<file path="config.mk">
export PLATFORM = sky130hd
export DESIGN_NAME = hysteresis_thermostat_compressor_ctrl_flat
export DESIGN_NICKNAME = d
export VERILOG_FILES = /design/src/hdl/htcc_pkg.sv /design/src/hdl/htcc_req_if.sv /design/src/hdl/htcc_rsp_if.sv /design/src/hdl/htcc_csr.sv /design/src/hdl/htcc_core.sv /design/src/hdl/hysteresis_thermostat_compressor_ctrl.sv /design/src/flat_wrapper.sv
export SDC_FILE = /design/constraint.sdc
export NUM_CORES = 2
export LEC_CHECK = 0
export BUFFER_PORTS_ARGS = -buffer_cell sky130_fd_sc_hd__buf_2
export CORE_ASPECT_RATIO = 0.6
export CORE_MARGIN = 2
export CORE_UTILIZATION = 25
export DETAILED_ROUTE_END_ITERATION = 8
export PLACE_DENSITY_LB_ADDON = 0.08
export SLEW_MARGIN = 40
export SYNTH_ARGS = -nofsm -noshare
export SYNTH_HDL_FRONTEND = slang
export SYNTH_SLANG_ARGS = --single-unit
export TNS_END_PERCENT = 100
</file>
<file path="constraint.sdc">
create_clock -name clock -period 18.41 [get_ports clock]
set_input_delay 2.7615 -clock clock [delete_from_list [all_inputs] [get_ports clock]]
set_output_delay 2.7615 -clock clock [all_outputs]
set_load 0.01 [all_outputs]
</file>
<file path="src/hdl/htcc_pkg.sv">
`timescale 1ns / 1ps
// Shared types, codes and constants of the thermostat compressor controller.
// No dependencies; every other file but the assertion macros header imports it.
package htcc_pkg;

   localparam int TEMP_W       = 15;
   localparam int TARGET_W     = 11;
   localparam int HYST_W       = 9;
   localparam int MIN_OFF_W    = 16;
   localparam int COUNT_W      = 32;
   localparam int ACTION_W     = 3;
   localparam int STATUS_W     = 2;
   localparam int MODE_W       = 2;
   localparam int CSR_DATA_W   = 32;
   localparam int CSR_ADDR_W   = 4;

   localparam logic [TARGET_W-1:0]  TARGET_RESET  = TARGET_W'(400);
   localparam logic [TARGET_W-1:0]  TARGET_MAX    = TARGET_W'(1500);
   localparam logic [HYST_W-1:0]    HYST_RESET    = HYST_W'(100);
   localparam logic [HYST_W-1:0]    HYST_MIN      = HYST_W'(50);
   localparam logic [HYST_W-1:0]    HYST_MAX      = HYST_W'(300);
   localparam logic [MIN_OFF_W-1:0] MIN_OFF_RESET = MIN_OFF_W'(300);

   // A sample must move by more than this many hundredths to count as a change.
   localparam int CHANGE_LIMIT = 10;

   // Smoothing: floor((9*avg + sample + 5) / 10). The sum is biased by a
   // multiple of ten to a non-negative value, divided by a reciprocal
   // multiply, and the bias is removed by flipping the top quotient bit.
   localparam int SUM_W       = TEMP_W + 5;
   localparam int BIASED_W    = TEMP_W + 4;
   localparam int AVG_BIAS    = 10 * (1 << (TEMP_W - 1));
   localparam int DIV10_SHIFT = BIASED_W + 3;
   localparam int DIV10_MUL   = ((1 << DIV10_SHIFT) + 9) / 10;
   localparam int AVG_ROUND   = 5;

   typedef enum logic [ACTION_W-1:0] {
      ACT_TICK    = 3'd0,
      ACT_SAMPLE  = 3'd1,
      ACT_COMP    = 3'd2,
      ACT_FAN     = 3'd3,
      ACT_DEFROST = 3'd4
   } action_type;

   typedef enum logic [MODE_W-1:0] {
      MODE_AUTO   = 2'd0,
      MODE_MANUAL = 2'd1,
      MODE_OFF    = 2'd2
   } mode_type;

   typedef enum logic [STATUS_W-1:0] {
      STATUS_DONE    = 2'd0,
      STATUS_REFUSED = 2'd1,
      STATUS_IGNORED = 2'd2
   } status_type;

   typedef enum logic [1:0] {
      REG_SETPOINT    = 2'd0,
      REG_HYSTERESIS  = 2'd1,
      REG_OP_MODE     = 2'd2,
      REG_MIN_OFF     = 2'd3
   } reg_index_type;

   typedef struct packed {
      logic [TARGET_W-1:0]  setpoint;
      logic [HYST_W-1:0]    hysteresis;
      mode_type             op_mode;
      logic [MIN_OFF_W-1:0] min_off_seconds;
      logic                 force_off;
   } cfg_type;

   function automatic logic [COUNT_W-1:0] sat_add(input logic [COUNT_W-1:0] a,
                                                  input logic [COUNT_W-1:0] b);
      logic [COUNT_W:0] sum;
      sum = {1'b0, a} + {1'b0, b};
      return sum[COUNT_W] ? {COUNT_W{1'b1}} : sum[COUNT_W-1:0];
   endfunction

endpackage

</file>
<file path="src/hdl/htcc_req_if.sv">
`timescale 1ns / 1ps
// Request channel of the thermostat controller: valid/ready plus one event.
// Depends on htcc_pkg for field widths.
interface htcc_req_if;
   import htcc_pkg::*;

   logic                       valid;
   logic                       ready;
   logic [ACTION_W-1:0]        action;
   logic signed [TEMP_W-1:0]   temperature;
   logic                       switch_on;

   modport source (output valid, action, temperature, switch_on, input ready);
   modport sink   (input valid, action, temperature, switch_on, output ready);
endinterface

</file>
<file path="src/hdl/htcc_rsp_if.sv">
`timescale 1ns / 1ps
// Result channel of the thermostat controller: valid/ready plus relay and
// counter status. Depends on htcc_pkg for field widths.
interface htcc_rsp_if;
   import htcc_pkg::*;

   logic                       valid;
   logic                       ready;
   logic                       compressor_on;
   logic                       fan_on;
   logic [STATUS_W-1:0]        status;
   logic                       temp_changed;
   logic signed [TEMP_W-1:0]   average_temp;
   logic signed [TEMP_W-1:0]   latest_temp;
   logic [COUNT_W-1:0]         start_count;
   logic [COUNT_W-1:0]         runtime_seconds;

   modport source (output valid, compressor_on, fan_on, status, temp_changed,
                   average_temp, latest_temp, start_count, runtime_seconds,
                   input ready);
   modport sink   (input valid, compressor_on, fan_on, status, temp_changed,
                   average_temp, latest_temp, start_count, runtime_seconds,
                   output ready);
endinterface

</file>
<file path="src/hdl/htcc_csr.sv">
`timescale 1ns / 1ps
// APB-style configuration registers of the thermostat controller.
// Depends on htcc_pkg; out-of-range writes leave a register unchanged.
module htcc_csr (
   input  logic                              clock,
   input  logic                              reset,
   input  logic                              psel,
   input  logic                              penable,
   input  logic                              pwrite,
   input  logic [htcc_pkg::CSR_ADDR_W-1:0]   paddr,
   input  logic [htcc_pkg::CSR_DATA_W-1:0]   pwdata,
   output logic [htcc_pkg::CSR_DATA_W-1:0]   prdata,
   output logic                              pready,
   output htcc_pkg::cfg_type                 cfg
);
   import htcc_pkg::*;

   logic [TARGET_W-1:0]  target_ff, target_in;
   logic [HYST_W-1:0]    hyst_ff, hyst_in;
   mode_type             mode_ff, mode_in;
   logic [MIN_OFF_W-1:0] min_off_ff, min_off_in;
   logic                 wr_en;
   logic                 force_off;
   reg_index_type        index;
   logic [TARGET_W-1:0]  wr_target;
   logic [HYST_W-1:0]    wr_hyst;
   logic [MODE_W-1:0]    wr_mode;

   assign pready    = 1'b1;
   assign wr_en     = psel && penable && pwrite;
   assign index     = reg_index_type'(paddr[CSR_ADDR_W-1:2]);
   assign wr_target = pwdata[TARGET_W-1:0];
   assign wr_hyst   = pwdata[HYST_W-1:0];
   assign wr_mode   = pwdata[MODE_W-1:0];

   always_comb begin
      target_in  = target_ff;
      hyst_in    = hyst_ff;
      mode_in    = mode_ff;
      min_off_in = min_off_ff;
      force_off  = 1'b0;
      if (wr_en) begin
         case (index)
            REG_SETPOINT: begin
               if (wr_target inside {[0:TARGET_MAX]}) target_in = wr_target;
            end
            REG_HYSTERESIS: begin
               if (wr_hyst inside {[HYST_MIN:HYST_MAX]}) hyst_in = wr_hyst;
            end
            REG_OP_MODE: begin
               if (wr_mode inside {MODE_AUTO, MODE_MANUAL, MODE_OFF}) begin
                  mode_in   = mode_type'(wr_mode);
                  force_off = (mode_type'(wr_mode) == MODE_OFF);
               end
            end
            REG_MIN_OFF: begin
               min_off_in = pwdata[MIN_OFF_W-1:0];
            end
            default: begin
            end
         endcase
      end
   end

   always_ff @(posedge clock) begin
      if (reset) begin
         target_ff  <= TARGET_RESET;
         hyst_ff    <= HYST_RESET;
         mode_ff    <= MODE_AUTO;
         min_off_ff <= MIN_OFF_RESET;
      end else begin
         target_ff  <= target_in;
         hyst_ff    <= hyst_in;
         mode_ff    <= mode_in;
         min_off_ff <= min_off_in;
      end
   end

   always_comb begin
      case (index)
         REG_SETPOINT:    prdata = CSR_DATA_W'(target_ff);
         REG_HYSTERESIS:  prdata = CSR_DATA_W'(hyst_ff);
         REG_OP_MODE:     prdata = CSR_DATA_W'(mode_ff);
         REG_MIN_OFF:     prdata = CSR_DATA_W'(min_off_ff);
         default:         prdata = '0;
      endcase
   end

   // The off-mode pulse lets the core stop both relays at the write itself.
   assign cfg.setpoint        = target_ff;
   assign cfg.hysteresis      = hyst_ff;
   assign cfg.op_mode         = mode_ff;
   assign cfg.min_off_seconds = min_off_ff;
   assign cfg.force_off       = force_off;

endmodule

</file>
<file path="src/hdl/htcc_core.sv">
`timescale 1ns / 1ps
// Event processing of the thermostat controller: input register, relay and
// counter state, smoothing and the result register. Depends on htcc_pkg.
module htcc_core (
   input  logic              clock,
   input  logic              reset,
   input  htcc_pkg::cfg_type cfg,
   htcc_req_if.sink          req_if,
   htcc_rsp_if.source        rsp_if
);
   import htcc_pkg::*;

   // Input register.
   logic                     s1_valid_ff, s1_valid_in;
   logic [ACTION_W-1:0]      s1_action_ff;
   logic signed [TEMP_W-1:0] s1_temp_ff;
   logic                     s1_switch_ff;
   logic                     s1_go;
   logic                     req_take;

   // Controller state.
   logic                     comp_ff, comp_in;
   logic                     fan_ff, fan_in;
   logic                     stopped_ff, stopped_in;
   logic [COUNT_W-1:0]       idle_ff, idle_in;
   logic [COUNT_W-1:0]       run_ff, run_in;
   logic [COUNT_W-1:0]       total_ff, total_in;
   logic [COUNT_W-1:0]       starts_ff, starts_in;
   logic signed [TEMP_W-1:0] cur_temp_ff, cur_temp_in;
   logic signed [TEMP_W-1:0] avg_ff, avg_in;
   logic                     avg_valid_ff, avg_valid_in;

   // Result register.
   logic                     out_valid_ff, out_valid_in;
   logic                     out_comp_ff;
   logic                     out_fan_ff;
   status_type               out_status_ff;
   logic                     out_changed_ff;
   logic signed [TEMP_W-1:0] out_avg_ff;
   logic signed [TEMP_W-1:0] out_temp_ff;
   logic [COUNT_W-1:0]       out_starts_ff;
   logic [COUNT_W-1:0]       out_runtime_ff;

   status_type               status_v;
   logic                     changed_v;
   logic [COUNT_W-1:0]       runtime_v;

   logic signed [TEMP_W:0]   temp_diff;
   logic [TEMP_W:0]          temp_dist;
   logic signed [SUM_W-1:0]  avg_sum;
   logic [SUM_W-1:0]         avg_biased;
   logic [2*BIASED_W-1:0]    avg_prod;
   logic [TEMP_W-1:0]        avg_quot;
   logic signed [TEMP_W-1:0] avg_next;
   logic signed [TEMP_W:0]   target_s;
   logic signed [TEMP_W:0]   restart_s;
   logic                     off_time_ok;

   assign s1_go         = s1_valid_ff && (!out_valid_ff || rsp_if.ready);
   assign req_if.ready  = !reset && (!s1_valid_ff || s1_go);
   assign req_take      = req_if.valid && req_if.ready;
   assign s1_valid_in   = req_take ? 1'b1 : (s1_go ? 1'b0 : s1_valid_ff);
   assign out_valid_in  = s1_go ? 1'b1 : (rsp_if.ready ? 1'b0 : out_valid_ff);

   // Change detection on the sample against the last one.
   assign temp_diff = {cur_temp_ff[TEMP_W-1], cur_temp_ff} - {s1_temp_ff[TEMP_W-1], s1_temp_ff};
   assign temp_dist = temp_diff[TEMP_W] ? (TEMP_W+1)'(-temp_diff) : temp_diff;

   // Smoothing step, worked on the stored average and the registered sample.
   always_comb begin
      avg_sum    = (SUM_W'(avg_ff) <<< 3) + SUM_W'(avg_ff) + SUM_W'(s1_temp_ff)
                   + SUM_W'(AVG_ROUND);
      avg_biased = avg_sum + SUM_W'(AVG_BIAS);
      avg_prod   = avg_biased[BIASED_W-1:0] * BIASED_W'(DIV10_MUL);
      avg_quot   = avg_prod[DIV10_SHIFT +: TEMP_W];
      avg_next   = {~avg_quot[TEMP_W-1], avg_quot[TEMP_W-2:0]};
   end

   assign target_s  = (TEMP_W+1)'(cfg.setpoint);
   assign restart_s = (TEMP_W+1)'(cfg.setpoint) + (TEMP_W+1)'(cfg.hysteresis);

   always_comb begin
      comp_in      = comp_ff;
      fan_in       = fan_ff;
      stopped_in   = stopped_ff;
      idle_in      = idle_ff;
      run_in       = run_ff;
      total_in     = total_ff;
      starts_in    = starts_ff;
      cur_temp_in  = cur_temp_ff;
      avg_in       = avg_ff;
      avg_valid_in = avg_valid_ff;
      status_v     = STATUS_DONE;
      changed_v    = 1'b0;
      off_time_ok  = 1'b1;

      // Off mode stops both relays, at the mode write and before every request.
      if (cfg.force_off || (s1_go && cfg.op_mode == MODE_OFF)) begin
         if (comp_in) begin
            comp_in    = 1'b0;
            total_in   = sat_add(total_in, run_in);
            run_in     = '0;
            idle_in    = '0;
            stopped_in = 1'b1;
         end
         fan_in = 1'b0;
      end

      if (s1_go) begin
         off_time_ok = !stopped_in || (idle_in >= COUNT_W'(cfg.min_off_seconds));
         case (action_type'(s1_action_ff))
            ACT_TICK: begin
               if (comp_in) begin
                  run_in = sat_add(run_in, COUNT_W'(1));
               end else if (stopped_in) begin
                  idle_in = sat_add(idle_in, COUNT_W'(1));
               end
               off_time_ok = !stopped_in || (idle_in >= COUNT_W'(cfg.min_off_seconds));
               if (cfg.op_mode == MODE_AUTO) begin
                  if (comp_in) begin
                     if ((TEMP_W+1)'(cur_temp_ff) <= target_s) begin
                        comp_in    = 1'b0;
                        total_in   = sat_add(total_in, run_in);
                        run_in     = '0;
                        idle_in    = '0;
                        stopped_in = 1'b1;
                     end
                  end else if ((TEMP_W+1)'(cur_temp_ff) >= restart_s) begin
                     if (!off_time_ok) begin
                        status_v = STATUS_REFUSED;
                     end else begin
                        comp_in   = 1'b1;
                        run_in    = '0;
                        starts_in = sat_add(starts_in, COUNT_W'(1));
                        fan_in    = 1'b1;
                     end
                  end
               end
            end
            ACT_SAMPLE: begin
               cur_temp_in = s1_temp_ff;
               if (temp_dist > (TEMP_W+1)'(CHANGE_LIMIT)) begin
                  changed_v = 1'b1;
                  if (!avg_valid_ff) begin
                     avg_in       = s1_temp_ff;
                     avg_valid_in = 1'b1;
                  end else begin
                     avg_in = avg_next;
                  end
               end
            end
            ACT_COMP: begin
               if (cfg.op_mode != MODE_MANUAL) begin
                  status_v = STATUS_IGNORED;
               end else if (s1_switch_ff) begin
                  if (!comp_in) begin
                     if (!off_time_ok) begin
                        status_v = STATUS_REFUSED;
                     end else begin
                        comp_in   = 1'b1;
                        run_in    = '0;
                        starts_in = sat_add(starts_in, COUNT_W'(1));
                     end
                  end
               end else if (comp_in) begin
                  comp_in    = 1'b0;
                  total_in   = sat_add(total_in, run_in);
                  run_in     = '0;
                  idle_in    = '0;
                  stopped_in = 1'b1;
               end
            end
            ACT_FAN: begin
               if (cfg.op_mode != MODE_MANUAL) begin
                  status_v = STATUS_IGNORED;
               end else begin
                  fan_in = s1_switch_ff;
               end
            end
            ACT_DEFROST: begin
               if (comp_in) begin
                  comp_in    = 1'b0;
                  total_in   = sat_add(total_in, run_in);
                  run_in     = '0;
                  idle_in    = '0;
                  stopped_in = 1'b1;
               end
            end
            default: begin
            end
         endcase
      end
      runtime_v = sat_add(total_in, run_in);
   end

   always_ff @(posedge clock) begin
      if (reset) begin
         s1_valid_ff  <= 1'b0;
         out_valid_ff <= 1'b0;
         comp_ff      <= 1'b0;
         fan_ff       <= 1'b0;
         stopped_ff   <= 1'b0;
         idle_ff      <= '0;
         run_ff       <= '0;
         total_ff     <= '0;
         starts_ff    <= '0;
         cur_temp_ff  <= '0;
         avg_ff       <= '0;
         avg_valid_ff <= 1'b0;
      end else begin
         s1_valid_ff  <= s1_valid_in;
         out_valid_ff <= out_valid_in;
         comp_ff      <= comp_in;
         fan_ff       <= fan_in;
         stopped_ff   <= stopped_in;
         idle_ff      <= idle_in;
         run_ff       <= run_in;
         total_ff     <= total_in;
         starts_ff    <= starts_in;
         cur_temp_ff  <= cur_temp_in;
         avg_ff       <= avg_in;
         avg_valid_ff <= avg_valid_in;
      end
   end

   always_ff @(posedge clock) begin
      if (req_take) begin
         s1_action_ff <= req_if.action;
         s1_temp_ff   <= req_if.temperature;
         s1_switch_ff <= req_if.switch_on;
      end
      if (s1_go) begin
         out_comp_ff    <= comp_in;
         out_fan_ff     <= fan_in;
         out_status_ff  <= status_v;
         out_changed_ff <= changed_v;
         out_avg_ff     <= avg_in;
         out_temp_ff    <= cur_temp_in;
         out_starts_ff  <= starts_in;
         out_runtime_ff <= runtime_v;
      end
   end

   assign rsp_if.valid           = out_valid_ff;
   assign rsp_if.compressor_on   = out_comp_ff;
   assign rsp_if.fan_on          = out_fan_ff;
   assign rsp_if.status          = out_status_ff;
   assign rsp_if.temp_changed    = out_changed_ff;
   assign rsp_if.average_temp    = out_avg_ff;
   assign rsp_if.latest_temp     = out_temp_ff;
   assign rsp_if.start_count     = out_starts_ff;
   assign rsp_if.runtime_seconds = out_runtime_ff;

endmodule

</file>
<file path="src/hdl/hysteresis_thermostat_compressor_ctrl.sv">
`timescale 1ns / 1ps
// An accepted request waits in the input register; its result is loaded into
// the result register once that register is empty or its result is taken.
// Throughput: one request per cycle while results are taken without stall;
// the single update step between input and result register sets that figure.
// Reset (synchronous, active high) empties both registers, turns both relays
// off, clears all counters and loads the register defaults.
module hysteresis_thermostat_compressor_ctrl (
   input  logic                              clock,
   input  logic                              reset,
   htcc_req_if.sink                          req_if,
   htcc_rsp_if.source                        rsp_if,
   input  logic                              psel,
   input  logic                              penable,
   input  logic                              pwrite,
   input  logic [htcc_pkg::CSR_ADDR_W-1:0]   paddr,
   input  logic [htcc_pkg::CSR_DATA_W-1:0]   pwdata,
   output logic [htcc_pkg::CSR_DATA_W-1:0]   prdata,
   output logic                              pready
);
   import htcc_pkg::*;

   cfg_type cfg;

   htcc_csr u_csr (
      .clock   (clock),
      .reset   (reset),
      .psel    (psel),
      .penable (penable),
      .pwrite  (pwrite),
      .paddr   (paddr),
      .pwdata  (pwdata),
      .prdata  (prdata),
      .pready  (pready),
      .cfg     (cfg)
   );

   htcc_core u_core (
      .clock  (clock),
      .reset  (reset),
      .cfg    (cfg),
      .req_if (req_if),
      .rsp_if (rsp_if)
   );

endmodule

</file>
<file path="src/flat_wrapper.sv">
// flat-port wrapper written by rule: the top's interface ports become plain ports
module hysteresis_thermostat_compressor_ctrl_flat import htcc_pkg::*;
  (clock, reset, psel, penable, pwrite, paddr, pwdata, prdata, pready, req_if_valid, req_if_action, req_if_temperature, req_if_switch_on, req_if_ready, rsp_if_valid, rsp_if_compressor_on, rsp_if_fan_on, rsp_if_status, rsp_if_temp_changed, rsp_if_average_temp, rsp_if_latest_temp, rsp_if_start_count, rsp_if_runtime_seconds, rsp_if_ready);
  htcc_req_if req_if_i ();
  htcc_rsp_if rsp_if_i ();
  input  logic clock;
  input  logic reset;
  input  logic psel;
  input  logic penable;
  input  logic pwrite;
  input  logic [htcc_pkg::CSR_ADDR_W-1:0] paddr;
  input  logic [htcc_pkg::CSR_DATA_W-1:0] pwdata;
  output logic [htcc_pkg::CSR_DATA_W-1:0] prdata;
  output logic pready;
  input wire logic [$bits(req_if_i.valid)-1:0] req_if_valid;
  input wire logic [$bits(req_if_i.action)-1:0] req_if_action;
  input wire logic [$bits(req_if_i.temperature)-1:0] req_if_temperature;
  input wire logic [$bits(req_if_i.switch_on)-1:0] req_if_switch_on;
  output wire logic [$bits(req_if_i.ready)-1:0] req_if_ready;
  output wire logic [$bits(rsp_if_i.valid)-1:0] rsp_if_valid;
  output wire logic [$bits(rsp_if_i.compressor_on)-1:0] rsp_if_compressor_on;
  output wire logic [$bits(rsp_if_i.fan_on)-1:0] rsp_if_fan_on;
  output wire logic [$bits(rsp_if_i.status)-1:0] rsp_if_status;
  output wire logic [$bits(rsp_if_i.temp_changed)-1:0] rsp_if_temp_changed;
  output wire logic [$bits(rsp_if_i.average_temp)-1:0] rsp_if_average_temp;
  output wire logic [$bits(rsp_if_i.latest_temp)-1:0] rsp_if_latest_temp;
  output wire logic [$bits(rsp_if_i.start_count)-1:0] rsp_if_start_count;
  output wire logic [$bits(rsp_if_i.runtime_seconds)-1:0] rsp_if_runtime_seconds;
  input wire logic [$bits(rsp_if_i.ready)-1:0] rsp_if_ready;
  assign req_if_i.valid = req_if_valid;
  assign req_if_i.action = req_if_action;
  assign req_if_i.temperature = req_if_temperature;
  assign req_if_i.switch_on = req_if_switch_on;
  assign req_if_ready = req_if_i.ready;
  assign rsp_if_valid = rsp_if_i.valid;
  assign rsp_if_compressor_on = rsp_if_i.compressor_on;
  assign rsp_if_fan_on = rsp_if_i.fan_on;
  assign rsp_if_status = rsp_if_i.status;
  assign rsp_if_temp_changed = rsp_if_i.temp_changed;
  assign rsp_if_average_temp = rsp_if_i.average_temp;
  assign rsp_if_latest_temp = rsp_if_i.latest_temp;
  assign rsp_if_start_count = rsp_if_i.start_count;
  assign rsp_if_runtime_seconds = rsp_if_i.runtime_seconds;
  assign rsp_if_i.ready = rsp_if_ready;
  hysteresis_thermostat_compressor_ctrl u_core (.clock(clock), .reset(reset), .req_if(req_if_i), .rsp_if(rsp_if_i), .psel(psel), .penable(penable), .pwrite(pwrite), .paddr(paddr), .pwdata(pwdata), .prdata(prdata), .pready(pready));
endmodule
</file>
==> qor.csv <==
metric,value,unit
status,"complete, no violations",
io pins,196,
GPL Wtd Cong,0.896,
NetSw,3190,uW
Max Clock Skew,0.0429,ns
critical path startpoint category,primary input,
CTS tree,yes,
Area Growth Syn to Fin,13.4,%
Worst Path Max Fanout,30,
die area,138000,um^2
Final Net Count,4730,
Critical path buffers and inverters,7,
Setup Viol. Count Final,0,
placed inst area,36600,um^2
"FFs w/ async S/R, synth",0,%
Final TNS setup,0,ns
worst skew pair latency,0.65,ns
adder-cell share of the synthesized area,24.1,%
PD cells,160,nW/um^2
xor/xnor cell area share of the yosys netlist,4.92,%
WP data arrival,14.56,ns
max-cap violations,0,
sequential share of power,12.5,%
WL per Instance,24.0,um
maximum resistive drop on vdd,0.340,mV
post-CTS sizing,0,
initial antenna violation count,7,
vias in the first global route,28400,
CORE AREA,134000,um^2
crit-path leading delay family,simple AND/OR/NAND/NOR gates,
main combinational cell family by area after synthesis,adder cells,
switching share of total power,52.4,%
Comb power frac,72.5,%
Final min period,14.21,ns
clk buf depth,3,
DR iter-0 viols,2761,
"area leader, netlist",ha_1,
Syn Area/Cell,8.39,um^2
HP Class,reg -> reg,
Vias,30400,
"Req. time, crit path",18.76,ns
Main synth FF type,dfxtp_1,
sequential area share after synthesis,22.6,%
Detail Placement HPWL,114,mm
Yosys cell types,102,
Remaining DRCs,0,
first-pass GRT wire length,207,mm
clk slew on worst S/H paths,0.06,ns
"Hold-fix buffers, CTS",0,
Total GRT Usage,20.3,%
internal power,2900,uW
synthesized area,33600,um^2
CTS H-tree depth,2,
Final Hold Vio Count,0,
most common cell type on the critical path,buf_4,
max-slew violations,0,
Worst path max stage delay,0.76,ns
static leakage,0.0172,uW
total gr overflow,0,
Fillers,14500,
Slew @ Worst Pin,0.970,ns
TritonCTS buffer count,43,
pre-CTS setup slack,3.81,ns
synthesized flop and latch total,320,
CP max stage cell,nor4_1,
chip height,288,um
fmax,70.4,MHz
Routed WL,143,mm
RSZ-0062 raised after global routing,no,
clock power share,15.0,%
die width,477,um
clk sinks,320,
Post-synth EDFFs,118,
period utilization,77.2,%
synth warn,0,
root buffer cell,clkbuf_16,
post-route ant nets,0,
Crit. End Element,register,
postcts setup bufs,0,
vias per inst,5.11,
ratio of cells with drive above 1 in the final layout,9.59,%
Post-Syn Instances,4007,
top post-synthesis cells by count,"ha_1 (399), inv_1 (385), nand2_1 (309), a21oi_1 (304), nor2_1 (277)",
multiplexer area fraction after synthesis,2.04,%
largest net degree at the start of global routing,70,
initial core utilization,25.1,%
drt pass-1 iters,5,
WS Path Type,in -> reg,
simple-gate share of the synthesized area,17.3,%
fin area,38100,um^2
Core Rows,104,
"top cells by area, synth","ha_1 (15%), dfxtp_1 (12%), edfxtp_1 (11%)",
top-area cell type share of the netlist area,14.8,%
top-count cell post-synth,ha_1,
normalized max-slew margin,35.1,%
PnR worst setup slack,4.20,ns
IO buf count,160,
compound-cell area share of the yosys netlist,22.5,%
kinds of logic (layout without fill, tap and decap cells):
| family | after synthesis | in the layout |
|---|---|---|
| multiplexers | 62 | 62 |
| XOR/XNOR | 189 | 189 |
| AO/OA/AOI/OAI | 1144 | 1144 |
| adder cells (fa/ha/maj) | 555 | 555 |
| AND/OR/NAND/NOR | 1173 | 1173 |
| flip-flops | 320 | 320 |
| buffers and inverters | 562 | 689 |
| other | 2 | 22 |
layer usage:
metal | track usage [%] | wire (um) | part of all wire [%] | up-vias
li1 | - | - | - | 14600
met1 | 35.8 | 84100 | 59 | 14800
met2 | 23.1 | 46400 | 33 | 900
met3 | 4.46 | 10400 | 7.3 | 79
met4 | 3.07 | 1780 | 1.2 | 0
met5 | 0 | 0 | 0 | -
power groups by stage:
stage          clock network (uW)  logic (uW)  registers (uW)
2_1_floorplan                   0        2670             776
3_3_place_gp                    0        4290             778
3_5_place_dp                    0        4310             777
4_1_cts                       955        4370             762
5_1_grt                       979        5020             763
6_report                      916        4420             762
layout by cell type (no fill, tap or decap), types with 118 or more instances in the layout:
| master | n |
|---|---|
| nand2_1 | 308 |
| nor2_1 | 273 |
| xnor2_1 | 120 |
| ha_1 | 399 |
| fa_1 | 155 |
| a21oi_1 | 300 |
| o21ai_0 | 220 |
| inv_1 | 383 |
| dfxtp_1 | 202 |
| buf_2 | 159 |
| edfxtp_1 | 118 |
worst paths after layout:
path              slack (ns)  cells after the start                        start                                 endpoint
setup / recovery        4.20                     42                         psel  u_core.u_core.rsp_if.runtime_seconds[4]
hold / removal          0.48                      2  u_core.u_csr.min_off_ff[14]              u_core.u_csr.min_off_ff[14]
setup reg to reg        5.86                     39      u_core.u_core.run_ff[0]  u_core.u_core.rsp_if.runtime_seconds[4]
hold reg to reg         0.48                      2  u_core.u_csr.min_off_ff[14]              u_core.u_csr.min_off_ff[14]
final cells by class:
class	count	area [um^2]	area share (%)
antenna	5	12.5	0.0328
clock buffer	55	1140	2.99
clock inverter	25	322	0.843
timing repair buffer	223	1290	3.39
inverter	386	1450	3.81
sequential	320	7590	19.9
multi-input combinational	3140	24100	63.1
tap	1802	2250	5.91
stage by stage:
step	total power (uW)	util, %	cells	hold slack [ns]
3_3_place_gp	5070	27.3	5869	0.464
3_5_place_dp	5090	27.4	5871	0.469
4_1_cts	6090	28.5	5951	0.480
6_report	6100	28.5	5956	0.477
5_1_grt	6760	28.5	5952	0.521
2_1_floorplan	3440	-	4022	0.445
worst register-to-register path: cells and delay by family, from the launching register on:
family	cells	cell delay [ns]
and+or+nand+nor	7	1.85
AOI/OAI and AO/OA	23	7.07
buffers and inverters	4	1.10
adders and majority gates	5	1.86
DFF	1	0.38
state kept, by name, indices dropped and copies added, names as in the netlist, 15 cells and up:
register / cells
u_core.u_core.rsp_if.latest_temp: 15
u_core.u_core.total_ff: 32
u_core.u_core.rsp_if.start_count: 32
u_core.u_core.starts_ff: 32
u_core.u_core.s1_temp_ff: 15
u_core.u_core.avg_ff: 15
u_core.u_csr.min_off_ff: 16
u_core.u_core.run_ff: 32
u_core.u_core.idle_ff: 32
u_core.u_core.rsp_if.average_temp: 15
u_core.u_core.cur_temp_ff: 15
u_core.u_core.rsp_if.runtime_seconds: 32
No activity file was read; power rests on OpenSTA's default activity.
